## config.mk

```make
export PLATFORM = sky130hd
export DESIGN_NAME = clock_discipline_pi
export DESIGN_NICKNAME = d
export VERILOG_FILES = /design/src/hdl/cdpi_pkg.sv /design/src/hdl/clock_discipline_pi.sv
export SDC_FILE = /design/constraint.sdc
export NUM_CORES = 2
export LEC_CHECK = 0
export ABC_AREA = 0
export BUFFER_PORTS_ARGS = -buffer_cell sky130_fd_sc_hd__buf_2
export CAP_MARGIN = 20
export CORE_ASPECT_RATIO = 0.9
export CORE_MARGIN = 4
export CORE_UTILIZATION = 32
export DETAILED_ROUTE_END_ITERATION = 16
export SLEW_MARGIN = 20
export SYNTH_ARGS = -nofsm -noshare
export SYNTH_HDL_FRONTEND = slang
export SYNTH_SLANG_ARGS = --single-unit
```

## constraint.sdc

```tcl
create_clock -name clk -period 22 [get_ports clk]
set_input_delay 1.1 -clock clk [delete_from_list [all_inputs] [get_ports clk]]
set_output_delay 1.1 -clock clk [all_outputs]
set_load 0.02 [all_outputs]
```

## src/hdl/cdpi_pkg.sv

```systemverilog
// Package: widths, reset values and register indexes of the clock discipline loop.
`timescale 1ns / 1ps

package cdpi_pkg;

	localparam int TIME_W         = 64;
	localparam int TIME_FRAC_BITS = 32;
	localparam int SEC_W          = 6;
	localparam int EPOCH_W        = 32;
	localparam int LAST_W         = 7;
	localparam int CFG_W          = 32;
	localparam int GAIN_W         = 16;
	localparam int GAIN_FRAC_BITS = 16;
	// Integral is clamped to +/- a 32-bit limit, so 33 signed bits hold it.
	localparam int INTEG_W        = CFG_W + 1;
	localparam int SUM_W          = TIME_W + 2;
	localparam int PROD_W         = INTEG_W + GAIN_W + 1;
	localparam int ADJ_W          = PROD_W - GAIN_FRAC_BITS;

	localparam logic [LAST_W-1:0] NO_SECOND = 7'd127;

	localparam logic [CFG_W-1:0]  STEP_INTERVAL_RST  = 32'd536870912;
	localparam logic [CFG_W-1:0]  STEP_LIMIT_RST     = 32'd536870912;
	localparam logic [CFG_W-1:0]  INTEGRAL_LIMIT_RST = 32'd536870912;
	localparam logic [GAIN_W-1:0] INTEGRAL_GAIN_RST  = 16'd328;

	typedef enum logic [1:0] {
		REG_STEP_INTERVAL  = 2'd0,
		REG_STEP_LIMIT     = 2'd1,
		REG_INTEGRAL_LIMIT = 2'd2,
		REG_INTEGRAL_GAIN  = 2'd3
	} cfg_reg_t;

endpackage

```

## src/hdl/clock_discipline_pi.sv

```systemverilog
// Integral-only clock discipline loop: RTC polls in, disciplined 32.32 timestamp out.
`timescale 1ns / 1ps
//
// Usage:
//   Input channel (in_valid / in_stall) carries one RTC poll: rtc_second and
//   rtc_epoch_seconds. Output channel (out_valid / out_stall) returns one
//   result per poll: the updated timestamp and the stepped flag.
//   Configuration writes go over cfg_valid / cfg_ready with cfg_index and
//   cfg_data; cfg_ready is always high. Write only while the block is idle.
// Timing:
//   A transferred poll is held in the input register; its result is computed
//   from there and moves to the result register once that register is free.
//   One poll per cycle is sustained while out_stall is low; the rate is set by
//   the combinational path through the loop state: offset subtract, integral clamp, 33x17 multiply, time add.
// Stall:
//   While out_stall holds a result, the input register still takes one poll;
//   in_stall rises only when that register is full and cannot drain.
// Reset:
//   arst_n clears both registers' valid bits, sets the loop state to no second
//   seen with zero time, offset and integral, and loads default settings.
//
module clock_discipline_pi (
	input  logic                                 clk,
	input  logic                                 arst_n,
	input  logic                                 in_valid,
	output logic                                 in_stall,
	input  logic [cdpi_pkg::SEC_W-1:0]           rtc_second,
	input  logic [cdpi_pkg::EPOCH_W-1:0]         rtc_epoch_seconds,
	output logic                                 out_valid,
	input  logic                                 out_stall,
	output logic [cdpi_pkg::TIME_W-1:0]          timestamp,
	output logic                                 stepped,
	input  logic                                 cfg_valid,
	output logic                                 cfg_ready,
	input  cdpi_pkg::cfg_reg_t                   cfg_index,
	input  logic [cdpi_pkg::CFG_W-1:0]           cfg_data
);

	// configuration registers
	logic [cdpi_pkg::CFG_W-1:0]  step_interval_q;
	logic [cdpi_pkg::CFG_W-1:0]  step_limit_q;
	logic [cdpi_pkg::CFG_W-1:0]  integral_limit_q;
	logic [cdpi_pkg::GAIN_W-1:0] integral_gain_q;

	// input register
	logic                          valid_s1;
	logic [cdpi_pkg::SEC_W-1:0]    sec_s1;
	logic [cdpi_pkg::EPOCH_W-1:0]  epoch_s1;

	// loop state
	logic [cdpi_pkg::LAST_W-1:0]         last_second_q;
	logic [cdpi_pkg::TIME_W-1:0]         local_time_q;
	logic [cdpi_pkg::TIME_W-1:0]         offset_error_q;
	logic signed [cdpi_pkg::INTEG_W-1:0] integral_q;

	// result register
	logic                        out_valid_q;
	logic [cdpi_pkg::TIME_W-1:0] timestamp_q;
	logic                        stepped_q;

	logic                                advance;
	logic                                new_sec;
	logic [cdpi_pkg::TIME_W-1:0]         rtc_ts;
	logic signed [cdpi_pkg::TIME_W-1:0]  diff;
	logic signed [cdpi_pkg::TIME_W-1:0]  slim;
	logic                                do_step;
	logic [cdpi_pkg::TIME_W-1:0]         err;
	logic signed [cdpi_pkg::SUM_W-1:0]   sum;
	logic signed [cdpi_pkg::SUM_W-1:0]   ilim;
	logic signed [cdpi_pkg::INTEG_W-1:0] integ_next;
	logic signed [cdpi_pkg::PROD_W-1:0]  prod;
	logic [cdpi_pkg::TIME_W-1:0]         adj;
	logic [cdpi_pkg::TIME_W-1:0]         offset_next;
	logic [cdpi_pkg::TIME_W-1:0]         time_next;

	assign advance   = valid_s1 & (~out_valid_q | ~out_stall);
	assign in_stall  = valid_s1 & ~advance;
	assign cfg_ready = 1'b1;

	assign out_valid = out_valid_q;
	assign timestamp = timestamp_q;
	assign stepped   = stepped_q;

	always_comb begin
		new_sec = {1'b0, sec_s1} != last_second_q;
		rtc_ts  = cdpi_pkg::TIME_W'(epoch_s1) << cdpi_pkg::TIME_FRAC_BITS;
		diff    = signed'(rtc_ts - local_time_q);
		slim    = signed'(cdpi_pkg::TIME_W'(step_limit_q));
		do_step = new_sec & ((diff > slim) | (diff < -slim));
		err     = new_sec ? diff : offset_error_q;

		// integral + offset, clamped to +/- integral_limit without overflow
		sum  = signed'({{2{err[cdpi_pkg::TIME_W-1]}}, err})
		     + cdpi_pkg::SUM_W'(integral_q);
		ilim = signed'(cdpi_pkg::SUM_W'(integral_limit_q));
		if (sum >= ilim)
			integ_next = signed'({1'b0, integral_limit_q});
		else if (sum <= -ilim)
			integ_next = -signed'({1'b0, integral_limit_q});
		else
			integ_next = sum[cdpi_pkg::INTEG_W-1:0];

		// arithmetic shift gives floor of integral * gain / 2^16
		prod = cdpi_pkg::PROD_W'(integ_next)
		     * cdpi_pkg::PROD_W'(signed'({1'b0, integral_gain_q}));
		adj  = cdpi_pkg::TIME_W'(signed'(prod[cdpi_pkg::PROD_W-1:cdpi_pkg::GAIN_FRAC_BITS]));

		offset_next = err - adj;
		time_next   = local_time_q + cdpi_pkg::TIME_W'(step_interval_q) + adj;
	end

	always_ff @(posedge clk or negedge arst_n) begin
		if (!arst_n) begin
			step_interval_q  <= cdpi_pkg::STEP_INTERVAL_RST;
			step_limit_q     <= cdpi_pkg::STEP_LIMIT_RST;
			integral_limit_q <= cdpi_pkg::INTEGRAL_LIMIT_RST;
			integral_gain_q  <= cdpi_pkg::INTEGRAL_GAIN_RST;
		end else if (cfg_valid && cfg_ready) begin
			unique case (cfg_index)
				cdpi_pkg::REG_STEP_INTERVAL:  step_interval_q  <= cfg_data;
				cdpi_pkg::REG_STEP_LIMIT:     step_limit_q     <= cfg_data;
				cdpi_pkg::REG_INTEGRAL_LIMIT: integral_limit_q <= cfg_data;
				cdpi_pkg::REG_INTEGRAL_GAIN:  integral_gain_q  <= cfg_data[cdpi_pkg::GAIN_W-1:0];
				default: ;
			endcase
		end
	end

	always_ff @(posedge clk or negedge arst_n) begin
		if (!arst_n) begin
			valid_s1 <= 1'b0;
		end else if (!in_stall) begin
			valid_s1 <= in_valid;
		end
	end

	always_ff @(posedge clk) begin
		if (in_valid && !in_stall) begin
			sec_s1   <= rtc_second;
			epoch_s1 <= rtc_epoch_seconds;
		end
	end

	always_ff @(posedge clk or negedge arst_n) begin
		if (!arst_n) begin
			last_second_q  <= cdpi_pkg::NO_SECOND;
			local_time_q   <= '0;
			offset_error_q <= '0;
			integral_q     <= '0;
			out_valid_q    <= 1'b0;
		end else begin
			if (advance) begin
				if (new_sec)
					last_second_q <= {1'b0, sec_s1};
				if (do_step) begin
					local_time_q   <= rtc_ts;
					offset_error_q <= '0;
					integral_q     <= '0;
				end else begin
					local_time_q   <= time_next;
					offset_error_q <= offset_next;
					integral_q     <= integ_next;
				end
				out_valid_q <= 1'b1;
			end else if (!out_stall) begin
				out_valid_q <= 1'b0;
			end
		end
	end

	always_ff @(posedge clk) begin
		if (advance) begin
			timestamp_q <= do_step ? rtc_ts : time_next;
			stepped_q   <= do_step;
		end
	end

endmodule

```

==> metrics.txt <==
# TYPE chip_impl_metric gauge
chip_impl_metric{name="ys_async_sr_fraction",unit="%"} 73.2
chip_impl_metric{name="ys_types",unit=""} 103
chip_impl_info{name="cell_with_the_biggest_individual_delay_on_the_critical_path",value="or4b_2"} 1
chip_impl_metric{name="ff2ff_setup_slack",unit="ns"} 1.36
chip_impl_metric{name="totalNegativeSetupSlack",unit="ns"} 0
chip_impl_info{name="critPathLaunchType",value="flop"} 1
chip_impl_metric{name="num-fill-cells",unit=""} 17500
chip_impl_metric{name="post-route-drc-count",unit=""} 0
chip_impl_metric{name="yosysWarnings",unit=""} 0
chip_impl_metric{name="grt_antenna_before_repair",unit=""} 22
chip_impl_info{name="cts_tree",value="done"} 1
chip_impl_metric{name="largest_net_degree_at_the_start_of_global_routing",unit=""} 83
chip_impl_metric{name="detail_route.iter0.violations",unit=""} 3714
chip_impl_metric{name="synth_enable_flop_cells",unit=""} 103
chip_impl_metric{name="ys_seq_elements",unit=""} 385
chip_impl_metric{name="initial_core_util",unit="%"} 32.3
chip_impl_metric{name="synth.cell_area",unit="µm²"} 54600
chip_impl_metric{name="die_y",unit="µm"} 400
chip_impl_info{name="synth.top_cells.by_area",value="fa_1 20%, dfrtp_1 12%, ha_1 12%"} 1
chip_impl_metric{name="postRouteAntennaNets",unit=""} 0
chip_impl_metric{name="core_area",unit="µm²"} 169000
chip_impl_metric{name="die_span_x",unit="µm"} 443
chip_impl_metric{name="minimum_clock_period_after_layout",unit="ns"} 20.64
chip_impl_metric{name="report.final.hold_viol_count",unit=""} 0
chip_impl_metric{name="vias_per_cell",unit=""} 5.38
chip_impl_metric{name="total_number_of_vias",unit=""} 46500
chip_impl_metric{name="critical_path_buf_inv_count",unit=""} 14
chip_impl_metric{name="drive_above_1_share",unit="%"} 10.2
chip_impl_metric{name="worst_ep_required_time",unit="ns"} 22.54
chip_impl_metric{name="synth_fp_nets",unit=""} 7432
chip_impl_info{name="clk_tree_root_cell",value="clkbuf_16"} 1
chip_impl_metric{name="design.final.nets",unit=""} 7489
chip_impl_metric{name="syn-instance-count",unit=""} 6313
chip_impl_metric{name="place_congestion",unit=""} 0.952
chip_impl_info{name="critPathKind",value="flop to flop"} 1
chip_impl_metric{name="final.period_utilization",unit="%"} 93.8
chip_impl_metric{name="ios",unit=""} 145
chip_impl_metric{name="fp_rows",unit=""} 143
chip_impl_metric{name="grt_pass1_vias",unit=""} 46700
chip_impl_metric{name="slew_violations",unit=""} 0
chip_impl_info{name="timing.critical_path.to_type",value="flop"} 1
chip_impl_metric{name="worst-slew-pin-transition",unit="ns"} 1.04
chip_impl_metric{name="insertion_delay",unit="ns"} 0.65
chip_impl_metric{name="wire_length_reported_by_the_detailed_router",unit="µm"} 179000
chip_impl_metric{name="globalRouteOverflowTotal",unit=""} 0
chip_impl_metric{name="maxCapViolations",unit=""} 0
chip_impl_metric{name="critical_path.max_stage_delay",unit="ns"} 0.70
chip_impl_info{name="yosys_most_used_dff",value="dfrtp_1"} 1
chip_impl_metric{name="h-tree-depth",unit=""} 2
chip_impl_metric{name="max-clock-path-buffers",unit=""} 3
chip_impl_metric{name="worst_setup_hold_path_clk_slew",unit="ns"} 0.06
chip_impl_metric{name="seq_area_frac_synth",unit="%"} 18.6
chip_impl_metric{name="dp.final_hpwl",unit="µm"} 144000
chip_impl_metric{name="groute.usage.overall",unit="%"} 20.0
chip_impl_metric{name="critical_path.max_fanout",unit=""} 37
chip_impl_metric{name="slew_headroom",unit="%"} 30.2
chip_impl_metric{name="syn_to_final_growth",unit="%"} 10.0
chip_impl_metric{name="clkSinkCount",unit=""} 385
chip_impl_metric{name="grt_pass1_wl",unit="µm"} 279000
chip_impl_info{name="worst_hold_check_path_type",value="input port to asynchronous set/reset pin"} 1
chip_impl_metric{name="synth_area_per_cell",unit="µm²"} 8.65
chip_impl_metric{name="cts_hold_buf",unit=""} 0
chip_impl_metric{name="netlist.area_leader.share",unit="%"} 19.7
chip_impl_info{name="critical-path-top-delay-family",value="compound AO/OA/AOI/OAI gates"} 1
chip_impl_info{name="run_status",value="finished, final reports clean"} 1
chip_impl_metric{name="setup-violations-final",unit=""} 0
chip_impl_metric{name="timing.final.ws_setup",unit="ns"} 1.36
chip_impl_metric{name="drt-wirelength-per-cell",unit="µm"} 20.7
chip_impl_metric{name="post-place-ws",unit="ns"} 0.297
chip_impl_metric{name="drtPass1Iterations",unit=""} 8
chip_impl_metric{name="worst_clk_skew",unit="ns"} 0.0263
chip_impl_info{name="rsz0062_at_grt",value="false"} 1
chip_impl_metric{name="maxClockFrequency",unit="MHz"} 48.5
chip_impl_metric{name="die-area",unit="µm²"} 177000
chip_impl_metric{name="cts_made_buffers",unit=""} 48
chip_impl_metric{name="worst_ep_arrival_time",unit="ns"} 21.17
chip_impl_metric{name="io_buffers",unit=""} 143
chip_impl_info{name="synth.largest_area_cell",value="fa_1"} 1
-- cells in the final DEF (no fill, tap or decap), drive strengths merged, types with 34 or more instances in the layout --
cell type	netlist	final
xnor2	219	219
edfxtp	103	103
a211oi	66	66
buf	77	279
o211ai	49	49
inv	857	861
xor2	84	84
o21a	39	39
a22o	34	34
ha	506	506
o31ai	60	60
nand4	80	80
o21bai	36	36
and2	280	280
nor2	364	365
nand2b	45	45
nor4	45	45
a21o	196	196
dfrtp	269	269
nand2	731	731
o21ai	205	205
nor2b	53	53
nand3	91	91
a21oi	302	302
clkbuf	196	66
a31oi	38	38
and3	39	39
nor3	146	146
fa	536	536
o41ai	40	40
mux2	172	172
-- through the flow --
stage / hold slack [ns] / instance area, µm² / std cells / utilization (%)
after global placement: 0.452 / 58200 / 8563 / 34.4
after floorplan: 0.439 / 54600 / 6313 / -
final: 0.438 / 60100 / 8658 / 35.5
after CTS: 0.461 / 59900 / 8650 / 35.4
after detailed placement: 0.458 / 58200 / 8563 / 34.4
after global routing: 0.480 / 60100 / 8658 / 35.5
-- cell usage after synthesis, drive strengths merged (53+ instances only) --
library cell,n
nor3,146
clkbuf,196
mux2,172
fa,536
a21o,196
buf,77
nor2b,53
a211oi,66
o31ai,60
xor2,84
nand3,91
a21oi,302
nand2,731
nand4,80
and2,280
dfrtp,269
edfxtp,103
xnor2,219
o21ai,205
nor2,364
ha,506
inv,857
-- kinds of logic after synthesis --
| group | Yosys count | share of synthesized area, % |
|---|---|---|
| mux | 184 | 3.77 |
| simple gates | 2017 | 18.0 |
| flops | 385 | 18.6 |
| fa+ha+maj | 1043 | 31.3 |
| compound gates | 1248 | 15.5 |
| xor+xnor | 304 | 4.90 |
| buf+inv | 1131 | 7.94 |
| other cells | 1 | 0.00687 |
-- registers in the layout, indices dropped and copies added, names as in the netlist, 6 cells and up --
register / flops
epoch_s1: 32
integral_gain_q: 16
integral_limit_q: 32
integral_q: 33
last_second_q: 7
local_time_q: 64
offset_error_q: 64
sec_s1: 6
step_interval_q: 32
step_limit_q: 32
timestamp: 64
-- area by class of cell --
cell class / instances / area [µm²] / share of cell area (%)
flip-flops and latches: 385 / 10200 / 16.9
repair buffers: 279 / 1800 / 2.99
inverters: 858 / 3230 / 5.37
diodes: 4 / 10.0 / 0.0167
multi-input cells: 4798 / 40400 / 67.3
clock inverters: 21 / 209 / 0.348
well taps: 2247 / 2810 / 4.68
clock buffers: 66 / 1430 / 2.39
-- what timing repair did --
action	CTS	global route
endpoints found under the setup margin	0	67
gates resized for setup	0	23
buffers inserted	0	3
hold endpoints to repair	0	0
-- metal layers --
layer	vias up	track usage, %	part of all wire [%]
met5	-	0	0.021
met4	6	5.19	2.7
met3	256	2.84	6.5
met2	1474	32.1	45
met1	23200	28.3	45
li1	21600	-	-
-- final timing paths --
check / to / from / depth (start not counted)
setup / recovery: local_time_q[56]$_DFFE_PN0P_ / last_second_q[4]$_DFFE_PN1P_ / 77
hold / removal: local_time_q[63]$_DFFE_PN0P_ / arst_n / 1
setup reg to reg: local_time_q[56]$_DFFE_PN0P_ / last_second_q[4]$_DFFE_PN1P_ / 77
hold reg to reg: last_second_q[3]$_DFFE_PN1P_ / last_second_q[3]$_DFFE_PN1P_ / 2
max in group asynchronous: integral_gain_q[2]$_DFFE_PN0P_ / arst_n / 4
min in group clk: last_second_q[3]$_DFFE_PN1P_ / last_second_q[3]$_DFFE_PN1P_ / 2
Power is not shown: default switching activity piles up to over one toggle a cycle in this logic, so the estimate is an artifact.
